`config.mk`:
```
export PLATFORM = sky130hd
export DESIGN_NAME = aabb_axis_clip_top
export DESIGN_NICKNAME = d
export VERILOG_FILES = /design/src/sv/aac_pkg.sv /design/src/sv/aac_cmp.sv /design/src/sv/aac_gap.sv /design/src/sv/aac_sel.sv /design/src/sv/aabb_axis_clip_top.sv
export SDC_FILE = /design/constraint.sdc
export NUM_CORES = 2
export LEC_CHECK = 0
export BUFFER_PORTS_ARGS = -buffer_cell sky130_fd_sc_hd__buf_4
export CORE_MARGIN = 4
export CORE_UTILIZATION = 65
export DETAILED_ROUTE_END_ITERATION = 16
export PLACE_DENSITY = 0.87
export SYNTH_ARGS = -nofsm -noshare
export SYNTH_HDL_FRONTEND = slang
export SYNTH_HIERARCHICAL = 1
export SYNTH_SLANG_ARGS = --single-unit
```
`constraint.sdc`:
```
create_clock -name clk_i -period 16.35 [get_ports clk_i]
set_clock_uncertainty 0.15 [all_clocks]
set_input_delay 0.8175 -clock clk_i [delete_from_list [all_inputs] [get_ports clk_i]]
set_output_delay 0.8175 -clock clk_i [all_outputs]
set_load 0.005 [all_outputs]
```
`src/sv/aac_pkg.sv`:
```
package aac_pkg;

  localparam int unsigned COORD_W = 48;
  localparam int unsigned CFG_IDX_W = 3;

  typedef logic signed [COORD_W-1:0] coord_t;

  typedef enum logic [1:0] {
    KIND_CLIP_X  = 2'd0,
    KIND_CLIP_Y  = 2'd1,
    KIND_CLIP_Z  = 2'd2,
    KIND_OVERLAP = 2'd3
  } kind_e;

  // configuration register indexes
  localparam logic [CFG_IDX_W-1:0] REG_MOVER_MIN_X = 3'd0;
  localparam logic [CFG_IDX_W-1:0] REG_MOVER_MIN_Y = 3'd1;
  localparam logic [CFG_IDX_W-1:0] REG_MOVER_MIN_Z = 3'd2;
  localparam logic [CFG_IDX_W-1:0] REG_MOVER_MAX_X = 3'd3;
  localparam logic [CFG_IDX_W-1:0] REG_MOVER_MAX_Y = 3'd4;
  localparam logic [CFG_IDX_W-1:0] REG_MOVER_MAX_Z = 3'd5;

  typedef struct packed {
    kind_e  kind;
    coord_t obstacle_min_x;
    coord_t obstacle_min_y;
    coord_t obstacle_min_z;
    coord_t obstacle_max_x;
    coord_t obstacle_max_y;
    coord_t obstacle_max_z;
    coord_t motion_offset;
  } in_req_t;

  typedef struct packed {
    coord_t clipped_offset;
    logic   boxes_overlap;
  } out_rsp_t;

  typedef struct packed {
    coord_t min_x;
    coord_t min_y;
    coord_t min_z;
    coord_t max_x;
    coord_t max_y;
    coord_t max_z;
  } box_t;

  // after compare stage: operands of the clip axis and decisions
  typedef struct packed {
    coord_t offset;
    coord_t obs_min;
    coord_t mov_max;
    coord_t obs_max;
    coord_t mov_min;
    logic   clip_pos;
    logic   clip_neg;
    logic   overlap;
  } cmp_res_t;

  // after gap stage
  typedef struct packed {
    coord_t offset;
    coord_t gap_pos;
    coord_t gap_neg;
    logic   clip_pos;
    logic   clip_neg;
    logic   overlap;
  } gap_res_t;

  // a - b, saturated to the coordinate range
  function automatic coord_t sat_sub(coord_t a, coord_t b);
    logic signed [COORD_W:0] diff;
    diff = {a[COORD_W-1], a} - {b[COORD_W-1], b};
    if (diff[COORD_W] != diff[COORD_W-1]) begin
      sat_sub = diff[COORD_W] ? {1'b1, {(COORD_W-1){1'b0}}} : {1'b0, {(COORD_W-1){1'b1}}};
    end else begin
      sat_sub = diff[COORD_W-1:0];
    end
  endfunction

endpackage

```
`src/sv/aac_cmp.sv`:
```
module aac_cmp import aac_pkg::*; (
  input  logic     clk_i,
  input  logic     rst_ni,
  input  box_t     mover_i,
  input  logic     valid_i,
  output logic     ready_o,
  input  in_req_t  req_i,
  output logic     valid_o,
  input  logic     ready_i,
  output cmp_res_t res_o
);

  logic     valid_q;
  cmp_res_t res_d, res_q;
  logic [2:0] gt;  // mover.max > obs.min
  logic [2:0] lt;  // mover.min < obs.max
  logic       side_ov;
  logic       pos, neg;

  always_comb begin
    gt[0] = mover_i.max_x > req_i.obstacle_min_x;
    gt[1] = mover_i.max_y > req_i.obstacle_min_y;
    gt[2] = mover_i.max_z > req_i.obstacle_min_z;
    lt[0] = mover_i.min_x < req_i.obstacle_max_x;
    lt[1] = mover_i.min_y < req_i.obstacle_max_y;
    lt[2] = mover_i.min_z < req_i.obstacle_max_z;
    // strictly positive: sign clear and not zero
    pos = ~req_i.motion_offset[COORD_W-1] & (|req_i.motion_offset);
    neg = req_i.motion_offset[COORD_W-1];

    res_d = '0;
    res_d.offset  = req_i.motion_offset;
    res_d.overlap = &(gt & lt);
    side_ov = 1'b0;
    case (req_i.kind)
      KIND_CLIP_X: begin
        side_ov       = gt[1] & lt[1] & gt[2] & lt[2];
        res_d.obs_min = req_i.obstacle_min_x;
        res_d.obs_max = req_i.obstacle_max_x;
        res_d.mov_min = mover_i.min_x;
        res_d.mov_max = mover_i.max_x;
        res_d.clip_pos = side_ov & pos & ~gt[0];
        res_d.clip_neg = side_ov & neg & ~lt[0];
      end
      KIND_CLIP_Y: begin
        side_ov       = gt[2] & lt[2] & gt[0] & lt[0];
        res_d.obs_min = req_i.obstacle_min_y;
        res_d.obs_max = req_i.obstacle_max_y;
        res_d.mov_min = mover_i.min_y;
        res_d.mov_max = mover_i.max_y;
        res_d.clip_pos = side_ov & pos & ~gt[1];
        res_d.clip_neg = side_ov & neg & ~lt[1];
      end
      KIND_CLIP_Z: begin
        side_ov       = gt[0] & lt[0] & gt[1] & lt[1];
        res_d.obs_min = req_i.obstacle_min_z;
        res_d.obs_max = req_i.obstacle_max_z;
        res_d.mov_min = mover_i.min_z;
        res_d.mov_max = mover_i.max_z;
        res_d.clip_pos = side_ov & pos & ~gt[2];
        res_d.clip_neg = side_ov & neg & ~lt[2];
      end
      default: begin
        // overlap test only: offset passes
        res_d.clip_pos = 1'b0;
        res_d.clip_neg = 1'b0;
      end
    endcase
  end

  assign ready_o = ~valid_q | ready_i;

  always_ff @(posedge clk_i or negedge rst_ni) begin
    if (!rst_ni) begin
      valid_q <= 1'b0;
    end else if (ready_o) begin
      valid_q <= valid_i;
    end
  end

  always_ff @(posedge clk_i) begin
    if (ready_o && valid_i) begin
      res_q <= res_d;
    end
  end

  assign valid_o = valid_q;
  assign res_o   = res_q;

endmodule

```
`src/sv/aac_gap.sv`:
```
module aac_gap import aac_pkg::*; (
  input  logic     clk_i,
  input  logic     rst_ni,
  input  logic     valid_i,
  output logic     ready_o,
  input  cmp_res_t res_i,
  output logic     valid_o,
  input  logic     ready_i,
  output gap_res_t res_o
);

  logic     valid_q;
  gap_res_t res_d, res_q;

  always_comb begin
    res_d.offset   = res_i.offset;
    res_d.gap_pos  = sat_sub(res_i.obs_min, res_i.mov_max);
    res_d.gap_neg  = sat_sub(res_i.obs_max, res_i.mov_min);
    res_d.clip_pos = res_i.clip_pos;
    res_d.clip_neg = res_i.clip_neg;
    res_d.overlap  = res_i.overlap;
  end

  assign ready_o = ~valid_q | ready_i;

  always_ff @(posedge clk_i or negedge rst_ni) begin
    if (!rst_ni) begin
      valid_q <= 1'b0;
    end else if (ready_o) begin
      valid_q <= valid_i;
    end
  end

  always_ff @(posedge clk_i) begin
    if (ready_o && valid_i) begin
      res_q <= res_d;
    end
  end

  assign valid_o = valid_q;
  assign res_o   = res_q;

endmodule

```
`src/sv/aac_sel.sv`:
```
module aac_sel import aac_pkg::*; (
  input  logic     clk_i,
  input  logic     rst_ni,
  input  logic     valid_i,
  output logic     ready_o,
  input  gap_res_t res_i,
  output logic     valid_o,
  input  logic     ready_i,
  output out_rsp_t rsp_o
);

  logic     valid_q;
  out_rsp_t rsp_d, rsp_q;

  // the two clip cases exclude each other (sign of the offset)
  always_comb begin
    rsp_d.boxes_overlap = res_i.overlap;
    if (res_i.clip_pos && (res_i.gap_pos < res_i.offset)) begin
      rsp_d.clipped_offset = res_i.gap_pos;
    end else if (res_i.clip_neg && (res_i.gap_neg > res_i.offset)) begin
      rsp_d.clipped_offset = res_i.gap_neg;
    end else begin
      rsp_d.clipped_offset = res_i.offset;
    end
  end

  assign ready_o = ~valid_q | ready_i;

  always_ff @(posedge clk_i or negedge rst_ni) begin
    if (!rst_ni) begin
      valid_q <= 1'b0;
    end else if (ready_o) begin
      valid_q <= valid_i;
    end
  end

  always_ff @(posedge clk_i) begin
    if (ready_o && valid_i) begin
      rsp_q <= rsp_d;
    end
  end

  assign valid_o = valid_q;
  assign rsp_o   = rsp_q;

endmodule

```
`src/sv/aabb_axis_clip_top.sv`:
```
//  channel  | handshake                  | payload
//  ---------+----------------------------+-----------------------------------
//  request  | in_valid_i / in_ready_o    | in_req_i  (kind, obstacle, offset)
//  result   | out_valid_o / out_ready_i  | out_rsp_o (clipped offset, overlap)
//  config   | cfg_we_i (no wait)         | cfg_idx_i, cfg_data_i
//
//  Three register stages: compare, saturating gap subtract, clip select.
//  One request per cycle is taken unless out_ready_i stalls the stage chain.
//  Each stage holds its own valid bit and loads whenever it is empty or its
//  successor advances, so a stalled result does not block upstream bubbles.
//  rst_ni clears the valid bits and the mover box to zero.
module aabb_axis_clip_top import aac_pkg::*; (
  input  logic                 clk_i,
  input  logic                 rst_ni,
  // config write port
  input  logic                 cfg_we_i,
  input  logic [CFG_IDX_W-1:0] cfg_idx_i,
  input  coord_t               cfg_data_i,
  // request
  input  logic                 in_valid_i,
  output logic                 in_ready_o,
  input  in_req_t              in_req_i,
  // result
  output logic                 out_valid_o,
  input  logic                 out_ready_i,
  output out_rsp_t             out_rsp_o
);

  box_t     mover_q;

  logic     cmp_valid, cmp_ready;
  cmp_res_t cmp_res;
  logic     gap_valid, gap_ready;
  gap_res_t gap_res;

  // mover box registers; indexes past the list are ignored
  always_ff @(posedge clk_i or negedge rst_ni) begin
    if (!rst_ni) begin
      mover_q <= '0;
    end else if (cfg_we_i) begin
      case (cfg_idx_i)
        REG_MOVER_MIN_X: mover_q.min_x <= cfg_data_i;
        REG_MOVER_MIN_Y: mover_q.min_y <= cfg_data_i;
        REG_MOVER_MIN_Z: mover_q.min_z <= cfg_data_i;
        REG_MOVER_MAX_X: mover_q.max_x <= cfg_data_i;
        REG_MOVER_MAX_Y: mover_q.max_y <= cfg_data_i;
        REG_MOVER_MAX_Z: mover_q.max_z <= cfg_data_i;
        default: ;
      endcase
    end
  end

  // stage 1: per-axis strict overlap, clip axis select
  aac_cmp u_cmp (
    .clk_i   (clk_i),
    .rst_ni  (rst_ni),
    .mover_i (mover_q),
    .valid_i (in_valid_i),
    .ready_o (in_ready_o),
    .req_i   (in_req_i),
    .valid_o (cmp_valid),
    .ready_i (cmp_ready),
    .res_o   (cmp_res)
  );

  // stage 2: both gaps, saturated
  aac_gap u_gap (
    .clk_i   (clk_i),
    .rst_ni  (rst_ni),
    .valid_i (cmp_valid),
    .ready_o (cmp_ready),
    .res_i   (cmp_res),
    .valid_o (gap_valid),
    .ready_i (gap_ready),
    .res_o   (gap_res)
  );

  // stage 3: limit offset, output register
  aac_sel u_sel (
    .clk_i   (clk_i),
    .rst_ni  (rst_ni),
    .valid_i (gap_valid),
    .ready_o (gap_ready),
    .res_i   (gap_res),
    .valid_o (out_valid_o),
    .ready_i (out_ready_i),
    .rsp_o   (out_rsp_o)
  );

endmodule
```
==> metrics.cfg <==
[power_and_ir_drop]
pwr-share-comb_pct = 30.9
p_seq_share_pct = 40.5
p_switching_mw = 2.19
pwr-share-clk_pct = 28.7
powerDensity_nw_per_um2 = 126
p_leak_nw = 23.7
vdd_drop_max_mv = 0.125
p_int_mw = 4.32
swShare_pct = 33.7

[job]
maxCapViolCount = 0

[global_route]
grt_pass1_wl_um = 204000
grt_max_degree = 182
grt_usage_pct = 35.7
grt-ovfl-total = 0
grt_pass1_vias = 35900
antenna_found_initial = 24

[synth]
ys.flop_type = edfxtp_1
ys_seq_area_share_pct = 45.4
ys_ff_latch = 730
syn_area_um2 = 45100
synth_edf_count = 439
yosys-top-cells-area = edfxtp_1 29%, dfrtp_1 16%, ha_1 13%, mux2_2 4.4%, mux2i_1 4.3%
yosysTopAreaCell = edfxtp_1
yosysWarningCount = 6
syn_inst = 4270
synth_top_area_share_pct = 29.2
synthesis.nets = 5142
synth_cell_types = 88
synth-async-reset-ratio_pct = 39.9
syn_avg_cell_area_um2 = 10.6

[route]
detail_route.wl_per_cell_um = 23.9
ant_nets = 0
totalWireLength_um = 135000
vias_per_cell = 6.40
num_vias = 36200
drc = 0
drtPass1Iterations = 9
drtIter0Drc = 4347

[final_layout]
final_util_pct = 75.5
nets = 5528
final_common_cell = ha_1
syn2layout_area_growth_pct = 14.9
final_cell_count_no_fill = 5660
drive_above_1_share_pct = 17.0
layout_common_cells = 476 x ha_1, 467 x buf_4, 467 x inv_1, 439 x edfxtp_1, 383 x nand2_1
fillers = 4585

[critical_path]
path_cells = inv_1 > ha_1 > inv_1 > fa_1 > a211oi_1 > o211ai_1 > a21oi_1 > o21bai_1 > a31oi_1 > nor2_1 > o21ai_0 > o22ai_1 > nand2_1 > o21ai_0
r2r_slack_ns = 11.27
rr_startpoint = u_cmp/res_o[147]
end_kind = flop
critPathRequiredTime_ns = 16.47
r2r_cells = 14
slowest_delay_ns = 1.01
crit_family = compound AO/OA/AOI/OAI gates
crit_type = reg2reg
critical_path_buf_inv_count = 2
arrival_ns = 5.21
worstReg2RegEnd = u_gap/res_o[55]
crit_fanout = 41
cp_slowest_cell = nand2_1
crit_path_start_kind = flop

[die]
die_x_um = 271
num_rows = 96
initial_core_util_pct = 65.7
top_level_ports = 445
dieArea_um2 = 73700
die_h_um = 271
design.core.area_um2 = 68700

[min_path]
hp-class = in2async

[sta]
setup_violations = 0
period_share_pct = 31.1
rsz0062_at_grt = false
fin_tns_setup_ns = 0
min_period_ns = 5.08
hold_violations = 0
clock.fmax_mhz = 197
worst_slew_pin_slew_ns = 1.28
slew_headroom_pct = 13.9
finalMaxSlewViolations = 0

[cts]
cts-resized-gates = 0
htree_levels = 3
cts_tree = built
clock_sinks = 730
cts_setup_buffers = 0
clockRootBuffer = clkbuf_16
cts.clk_slew.worst_paths_ns = 0.06
cts-buffers-inserted = 79
cts_max_path_buffers = 3
worstSkewPairLatency_ns = 0.62
postCtsHoldBufs = 0

[placement]
dp_hpwl_um = 102000
placed_cells = 5506
globalplace.congestion = 0.998
portBuffers = 444

[run_status]
outcome = completed

-- worst max-delay path by stage --
| stage | startpoint | endpoint | slack [ns] | depth (start not counted) |
|---|---|---|---|---|
| 6_report | u_cmp/res_o[147] | u_gap/res_o[55] | 11.27 | 14 |
| 5_1_grt | u_cmp/res_o[147] | u_gap/res_o[79] | 10.85 | 14 |
| 4_1_cts | u_cmp/res_o[147] | u_gap/res_o[55] | 11.35 | 14 |
| 3_5_place_dp | u_cmp/res_o[147] | u_gap/res_o[55] | 11.36 | 14 |
| 3_3_place_gp | u_cmp/res_o[101] | u_gap/res_o[51] | 11.61 | 12 |
| 2_1_floorplan | out_ready_i | u_cmp/res_o[0] | 8.81 | 4 |
-- flip-flops by register name (all words and copies together) (netlist names) --
register / cells
mover_q: 288
u_cmp/res_o: 243
u_cmp/valid_o: 1
u_gap/res_o: 147
u_gap/valid_o: 1
u_sel/rsp_o: 49
u_sel/valid_o: 1
-- power groups by stage --
stage	sequential (mW)	clock [mW]	combinational [mW]
floorplan	2.58	0	1.27
global placement	2.65	0	1.85
detailed placement	2.66	0	1.92
CTS	2.63	1.88	1.95
global route	2.67	1.96	2.18
finish	2.64	1.87	2.01
-- synthesized netlist by cell type (7+ instances only) --
library cell	count
nand3_1	92
nand2b_1	25
a211o_1	7
maj3_1	8
and2_1	10
buf_4	15
o21bai_1	12
a221oi_1	19
a21oi_1	298
nand4_1	81
nor2_1	129
mux2_1	113
buf_6	9
o21a_1	14
clkbuf_1	105
xnor2_1	51
edfxtp_1	439
a211oi_1	22
mux2_2	177
nor4_1	29
nor3_1	21
dfrtp_1	291
xor2_1	39
o21ai_0	301
o211ai_1	66
inv_1	467
and3_1	19
ha_1	476
a31oi_1	64
mux2i_1	195
nand2_1	383
nor2b_1	21
buf_2	31
o21ai_1	26
and4_1	16
a21o_1	87
-- per-layer routing --
layer | GRT usage, % | wire [µm] | share of wire [%] | vias up
li1 | - | - | - | 16300
met1 | 47.9 | 52000 | 38 | 17400
met2 | 55.1 | 60100 | 44 | 2132
met3 | 7.50 | 15200 | 11 | 431
met4 | 18.5 | 7870 | 5.8 | 22
met5 | 0 | 131 | 0.097 | -
-- metrics by stage --
| step | setup slack [ns] | instance area, µm² | hold WS, ns | total power [mW] |
|---|---|---|---|---|
| after CTS | 11.35 | 51800 | 0.0430 | 6.46 |
| after global placement | 11.61 | 49100 | 0.250 | 4.50 |
| after floorplan | 8.81 | 45100 | 0.250 | 3.85 |
| final | 11.27 | 51800 | 0.0279 | 6.51 |
| after detailed placement | 11.36 | 49100 | 0.255 | 4.58 |
| after global routing | 10.85 | 51800 | 0.0716 | 6.81 |
-- logic make-up (layout without fill, tap and decap cells) --
logic type / count (synthesis) / count (layout) / synth area share (%)
simple gates: 858 / 858 / 9.04
mux: 485 / 485 / 11.6
other cells: 0 / 11 / 0
buf+inv: 633 / 1081 / 5.63
flops: 730 / 730 / 45.4
compound gates: 987 / 987 / 13.1
fa+ha+maj: 486 / 486 / 13.5
xor+xnor: 91 / 91 / 1.78
-- cell type report --
cell class / count / area, µm² / area share (%)
tap: 931 / 1160 / 2.25
antenna: 11 / 27.5 / 0.0531
clock buffer: 95 / 2100 / 4.05
multi-input combinational: 2907 / 22200 / 42.8
sequential: 730 / 20500 / 39.5
timing repair buffer: 471 / 3580 / 6.90
clock inverter: 48 / 587 / 1.13
inverter: 467 / 1750 / 3.38
(Power assumes the default switching activity.)
